[src/hdl/surs_ram.sv]
`default_nettype none

module surs_ram #(
   parameter int WIDTH = 1,
   parameter int DEPTH = 16
) (
   input  wire logic                     clock,
   input  wire logic                     wr_en,
   input  wire logic [$clog2(DEPTH)-1:0] wr_addr,
   input  wire logic [WIDTH-1:0]         wr_data,
   input  wire logic [$clog2(DEPTH)-1:0] rd_addr,
   output logic      [WIDTH-1:0]         rd_data
);

   logic [WIDTH-1:0] mem [DEPTH];
   logic [WIDTH-1:0] rd_data_ff;

   // One write port.
   always_ff @(posedge clock) begin
      if (wr_en) begin
         mem[wr_addr] <= wr_data;
      end
   end

   // One read port with registered data.
   always_ff @(posedge clock) begin
      rd_data_ff <= mem[rd_addr];
   end

   assign rd_data = rd_data_ff;

endmodule

`default_nettype wire

[config.mk]
export PLATFORM = sky130hd
export DESIGN_NAME = surs_ram
export DESIGN_NICKNAME = d
export VERILOG_FILES = /design/src/hdl/surs_ram.sv
export SDC_FILE = /design/constraint.sdc
export NUM_CORES = 1
export LEC_CHECK = 0
export ABC_CLOCK_PERIOD_IN_PS = 2600
export BUFFER_PORTS_ARGS = -buffer_cell sky130_fd_sc_hd__clkbuf_2
export CORE_MARGIN = 2
export CORE_UTILIZATION = 56
export DETAILED_ROUTE_END_ITERATION = 10
export HOLD_SLACK_MARGIN = 0.12
export PLACE_DENSITY = 0.79
export SYNTH_ARGS = -nofsm -noshare
export SYNTH_HDL_FRONTEND = slang
export SYNTH_SLANG_ARGS = --single-unit
export TNS_END_PERCENT = 5
[constraint.sdc]
create_clock -name clock -period 2.6 [get_ports clock]
set_input_delay 0.39 -clock clock [delete_from_list [all_inputs] [get_ports clock]]
set_output_delay 0.39 -clock clock [all_outputs]
set_load 0.02 [all_outputs]
Yosys cells after proc, flatten, opt, wreduce, memory -nomap -nowiden
Memory sizes are Yosys's and may differ from the RTL's. A register that Yosys moved wholly into a read port is not among the register bits.
Index checks and enable logic that the tools add are counted.

storage, ports and cells
  register bits after elaboration = 0
  memory bits (writable) = 16
  input port bits = 11
  output and inout port bits = 1
  logic and storage cells = 3
  memories = 1

cells by class
  muxes and demuxes = 2

memory list
  memory  depth  bits a word  read ports  clocked after memory_dff  write ports  RTL line  RTL
  mem     16     1            1           1                         1            15        logic [WIDTH-1:0] mem [DEPTH];

operators with widths
  operator  number
  $mux 1    2

Depth between registers and ports, before layout
Gate-level depths: netlist (run 1).

  depth after elaboration = 2
  depth in mapped cells = 3
  mapped depth without buffers = 3

Worst setup path after synthesis (run 1)
OpenSTA, ideal clock, no wires.

  kind = input -> register
  from = in wr_addr[2]
  to = mem mem[0], enable pin
  library setup time = 0.312 ns
  arrival time = 1.027 ns
  required time = 2.288 ns
  setup slack = 1.260 ns
  stages = 2
  cell sequence = or3b_2 nor3_1

RTL lines
  item         RTL line  RTL
  from (decl)  9         input wire logic [$clog2(DEPTH)-1:0] wr_addr,
  to (decl)    15

Straight into the memory's write port.

==> run metrics, run 1 <==
CTS HTree Levels=1; clock-pin slew of the registers on the worst-case setup and hold paths=90 ps; Yosys warnings=0; share of the core filled with cells in the final layout=66.67%; setup slack of the most critical reg-to-reg path=around 1400 ps; Worst Skew=~6.4 ps; Primary FF master, synth=sky130_fd_sc_hd__edfxtp_1; share of synthesized area occupied by flip-flops and latches=about two thirds; minimum clock period after layout=1230 ps; initial cell density of the core=58.78%; critical-path cell list=mux4_1 > mux2i_1 > mux2i_1; largest cells by area after synthesis=sky130_fd_sc_hd__edfxtp_1 64%, sky130_fd_sc_hd__mux4_1 14%, sky130_fd_sc_hd__nor2_1 6.0%; count of nets after finishing=between 70 and 80; detailed-route vias per instance=5.857; drc violations=0; total CTS buffers=3; Final Power=0.0004844 W; wire length of the first global-routing pass=roughly 1700 um; total negative slack for setup checks=0 ps; latest clock arrival within the worst-skew pair=280 ps; path category of the worst min-delay check=in -> reg; Resize count post-CTS=0; setup repair after global routing missed its margin=no; CTS sink cnt=17; Vias=451; number of hold-repair buffers added at the cts stage=0; combined flip-flop and latch cell area=500.5 um2; worst endpoint required time=2780 ps; result of the run=finished, final reports clean; multi-input logic area=245.2 um2; relative max-transition margin=between 80% and 90%; synthesized netlist cell count=47; final WL=1099 um; final number of setup-violating endpoints=0; Maximum Capacitance Violations=0; number of diodes added for antenna fixing=0; Total Die Area=1639 um2; pin count of the biggest net entering global routing=17; fraction of final layout cells with drive strength greater than 1=between 20% and 30%; Std-Cell Rows=13; post-route antenna net violation count=0; slowest stage delay, CP=520 ps; highest achievable clock rate=around 810 MHz; initial antenna violation count=0; FF+latch count, synth=17; share of the cycle needed by the critical path after routing=a little under half; final standard cell area without fillers=between 800 and 900 um2; critical path capture point type=register; critical path peak fanout=1; cell area after technology mapping=around 750 um2; core area=approximately 1300 um2; distinct cell type count of the synthesized netlist=11; die span in x=between 40 and 50 um; Detailed Route Iter0 Violations=16; Worst setup SP type=register; half-perimeter wire length of the detailed placement result=824.3 um; Slew Viols, Final=0; syn nets=just under 60; overall track demand over capacity in global routing=16.98%; arrival time of the worst setup path=1410 ps; power per cell area=572.7 nW/um2; Mapped Avg Cell Area=between 15 and 20 um2; final-layout fill cell count=just under 100; Crit Path Category=reg -> reg; kind of cell with the highest combined delay on the critical path=multiplexers; Critical-path top delay cell=sky130_fd_sc_hd__mux4_1; Yosys top cell by area=sky130_fd_sc_hd__edfxtp_1; detailed-route wire length per cell=roughly 14 um; routability congestion estimate=0.7231; Crit path buffers/inverters=0; post-synth top area share=64.43%; most used standard cell by instance count after synthesis=sky130_fd_sc_hd__edfxtp_1; most used standard cells in the synthesized netlist=16 x sky130_fd_sc_hd__edfxtp_1, 12 x sky130_fd_sc_hd__nor2_1, 4 x sky130_fd_sc_hd__mux4_1, 4 x sky130_fd_sc_hd__nor3_1, 3 x sky130_fd_sc_hd__mux2i_1; total iterations of the first detailed-routing run=4; cell area reported after detailed placement=about 800 um2; Worst-Margin Slew=roughly 260 ps; count of endpoints failing hold in the final timing report=0; port buffer count=11; most common cell type on the critical path=sky130_fd_sc_hd__mux2i_1; area overhead of the layout relative to synthesis=13.42%; IR drop worst, VDD=373.5 uV; post-CTS setup buffers=0; CTS tree=built; aggregate global routing overflow=0; Post-synth ARST share=0%; Die Ht=40.49 um; number of synthesized flops with an enable pin=16; leakage power summed over all cells=0.3056 nW; number of global-route vias before repair=about 430; CTS root buffer=sky130_fd_sc_hd__clkbuf_4; top-level I/O count=12; maximum buffer depth of the clock tree=2
## where the power goes
group	total, W	switching [W]	internal [W]
clock	0.000135	0.0000755	0.0000596
combinational	0.0000418	0.0000231	0.0000187
sequential	0.000307	0.00000159	0.000306
total	0.000484	0.000100	0.000384
## path summary, 6_finish.rpt
path	startpoint	endpoint	depth (start not counted)
worst max-delay path	mem[1]	rd_data	3
worst min-delay path	rd_addr[2]	rd_data	2
worst max register to register	mem[1]	rd_data	3
worst min register to register	mem[11]	rd_data	3
## metal layers
layer | share of wire, % | track usage (%) | vias to the layer above | wire length, um
met2 | 51 | 30.56 | 22 | 555
met3 | 7.9 | 5.000 | 2 | 87
met4 | 1.1 | 5.000 | 0 | 12
met1 | 40 | 19.12 | 212 | 442
met5 | 0 | 0 | - | 0
li1 | - | - | 215 | -
## cell families (layout without fill, tap and decap cells)
logic type	after synthesis	in the layout	share of synthesized area, %
buffers and inverters	0	15	0
flip-flops	17	17	67.11
AND/OR/NAND/NOR	23	23	14.76
multiplexers	7	7	18.12
## cells in the final DEF (no fill, tap or decap), drive strengths merged
master  Yosys  final
nor2       12     12
nand2b      2      2
mux2i       3      3
edfxtp     16     16
nor3        4      4
or3b        1      1
dfxtp       1      1
mux4        4      4
clkbuf      0     15
nand2       1      1
nand3       1      1
nand3b      2      2
## metrics by stage
stage / hold WS, ps / setup WS, ps / std cells
floorplan: 488.9 / 1260 / 47
CTS: 299.7 / 1365 / 77
global placement: 593.3 / 1121 / 73
global route: 308.7 / 1303 / 77
finish: 294.6 / 1370 / 77
detailed placement: 601.5 / 1106 / 73
## layout make-up
cell class	instances	area share [%]
Timing Repair Buffer	11	6.509
Sequential cell	17	59.17
Clock buffer	4	3.107
Tap cell	15	2.219
Multi-Input combinational cell	30	28.99
## registers in the layout, summed over array words and instances, names as in the netlist
name	flops
mem	16
rd_data	1
Note: power is estimated with default switching activity, not from simulation.
==> run 2, diff against run 1 <==
ABC_CLOCK_PERIOD_IN_PS = 1100   (was 2600)
CORE_UTILIZATION = 47   (was 56)
PLACE_DENSITY = 0.71   (was 0.79)
clock period = 1.1 ns   (was 2.6 ns; I/O delays follow)
==> run 2 against run 1 <==
The flow now finishes with violations (setup timing). Hold slack worse by 82 ps. Critical path depth unchanged. Sequential share of layout area down 0.61 points. Combinational power rose to 2.6 times the previous value. Sequential power up 140%. Maximum frequency up 3.5%. Via count down 2.2%.
==> run metrics, run 2 (synthesis gave the netlist of run 1 again) <==
result of the run=finished with violations; violated checks=setup timing; setup slack of the most critical reg-to-reg path=-90 ps; CTS root buffer=sky130_fd_sc_hd__clkbuf_4; count of nets after finishing=76; Crit path buffers/inverters=0; CTS tree=built; highest achievable clock rate=842.1 MHz; latest clock arrival within the worst-skew pair=270 ps; most common cell type on the critical path=sky130_fd_sc_hd__mux2i_1; path category of the worst min-delay check=in -> reg; relative max-transition margin=between 80 and 90%; routability congestion estimate=a little under 0.8; aggregate global routing overflow=0; Std-Cell Rows=14; reg2reg end=rd_data; post-CTS setup buffers=0; IR drop worst, VDD=between 600 and 700 uV; number of flip-flops under the largest register name=16; critical-path cell list=mux4_2 > mux2i_1 > mux2i_1; register share of total power=63.5%; final number of setup-violating endpoints=1; die span in x=43.83 um; register with the highest flop count=mem; Die Ht=43.83 um; number of global-route vias before repair=471; count of endpoints failing hold in the final timing report=0; leakage power summed over all cells=0.2993 nW; logic gate share of total power=under 10%; initial antenna violation count=0; share of the cycle needed by the critical path after routing=108.0%; cell depth of the worst hold path=3; critical path peak fanout=1; port buffer count=11; end point of the worst hold path=rd_data; detailed-route vias per instance=5.513; design internal power=0.0009141 W; most frequent cells in the layout=16 x sky130_fd_sc_hd__edfxtp_1, 12 x sky130_fd_sc_hd__nor2_1, 11 x sky130_fd_sc_hd__clkbuf_2; arrival time of the worst setup path=1360 ps; worst endpoint required time=roughly 1300 ps; setup repair after global routing missed its margin=yes; clock-pin slew of the registers on the worst-case setup and hold paths=90 ps; minimum clock period after layout=1188 ps; fraction of final layout cells with drive strength greater than 1=approximately a third; Detailed Route Iter0 Violations=11; area overhead of the layout relative to synthesis=14.60%; Critical-path top delay cell=sky130_fd_sc_hd__mux4_2; worst reg2reg path startpoint=mem[15]; Crit Path Category=reg -> reg; core area=1489 um2; half-perimeter wire length of the detailed placement result=approximately 930 um; share of the core filled with cells in the final layout=57.39%; clock network fraction of design power=26.9%; wire length of the first global-routing pass=2104 um; power per cell area=1340 nW/um2; number of cell instances on the worst register-to-register path=3; Slew Viols, Final=0; share of total power consumed by net switching=between 20% and 30%; detailed-route wire length per cell=between 10 and 15 um; CTS sink cnt=17; Worst-Margin Slew=about 270 ps; kind of cell with the highest combined delay on the critical path=multiplexers; number of diodes added for antenna fixing=0; total CTS buffers=3; pin count of the biggest net entering global routing=17; overall track demand over capacity in global routing=16.04%; Vias=441; setup ws final=-87.57 ps; CTS HTree Levels=1; top-level I/O count=12; source of the worst hold timing path=rd_addr[3]; critical path capture point type=register; maximum buffer depth of the clock tree=2; Total Die Area=around 1900 um2; most common cell after layout, fill and taps aside=sky130_fd_sc_hd__edfxtp_1; post-route antenna net violation count=0; total iterations of the first detailed-routing run=2; P_sw=0.0002313 W; Worst setup SP type=register; total negative slack for setup checks=-87.57 ps; slowest stage delay, CP=470 ps; final WL=1192 um; Maximum Capacitance Violations=0; initial cell density of the core=50.08%; drc violations=0; Worst Skew=0.8921 ps
[run 2: cell types whose count changed in the layout (fill, tap and decap cells not counted), sizes merged]
cell and change:
buf +1, dlygate4sd3 +1
[run 2: worst max path at each step]
stage / startpoint / to / slack, ps / depth (start not counted)
global route: mem[14] / rd_data / -190 / 3
finish: mem[15] / rd_data / -90 / 3
detailed placement: wr_addr[2] / mem[1] / -130 / 3
CTS: mem[15] / rd_data / -100 / 3
global placement: wr_addr[2] / mem[0] / -120 / 3
floorplan: mem[15] / rd_data / -4 / 3
[run 2: tightest hold or removal path: stages]
cell                       delay (ps)
sky130_fd_sc_hd__clkbuf_2         100
sky130_fd_sc_hd__mux2i_1           70
sky130_fd_sc_hd__mux2i_1          110
[run 2: cell type report]
cell class,instances,area [um2]
clock buffers,4,26.28
fillers,124,634.4
multi-input cells,30,235.2
flip-flops and latches,17,500.5
well taps,16,20.02
repair buffers,13,72.57
[run 2: power groups by stage]
stage / registers, W / clock network, W / logic (W)
after floorplan: 0.000747 / 0 / 0.0000469
after global placement: 0.000742 / 0 / 0.000105
after detailed placement: 0.000743 / 0 / 0.000108
after CTS: 0.000728 / 0.000321 / 0.000111
after global routing: 0.000729 / 0.000350 / 0.000123
final: 0.000727 / 0.000308 / 0.000110
[run 2: stage by stage]
step	hold WS [ps]	power [W]	cells	worst slack (ps)	cell area, um2
after global placement	369.3	0.0008470	75	-122.1	818.3
final	213.0	0.001145	80	-87.57	854.6
after detailed placement	375.1	0.0008508	75	-133.4	818.3
after CTS	214.1	0.001160	80	-100.5	854.6
after global routing	268.6	0.001202	80	-194.8	854.6
after floorplan	263.9	0.0007936	47	-3.981	735.7
[run 2: metal layers]
metal  part of all wire [%]  vias to the layer above  GRT usage, %
met3                    3.9                        2         1.250
met1                     42                      214         19.15
li1                       -                      214             -
met4                    1.7                        0         10.91
met5                      0                        -             0
met2                     53                       11         27.35
[run 2: timing repair]
item	4_1_cts	5_1_grt
hold buffers	1	0
pin swaps	0	0
gates resized for setup	0	0
hold endpoints to repair	1	0
setup endpoints to repair	1	1
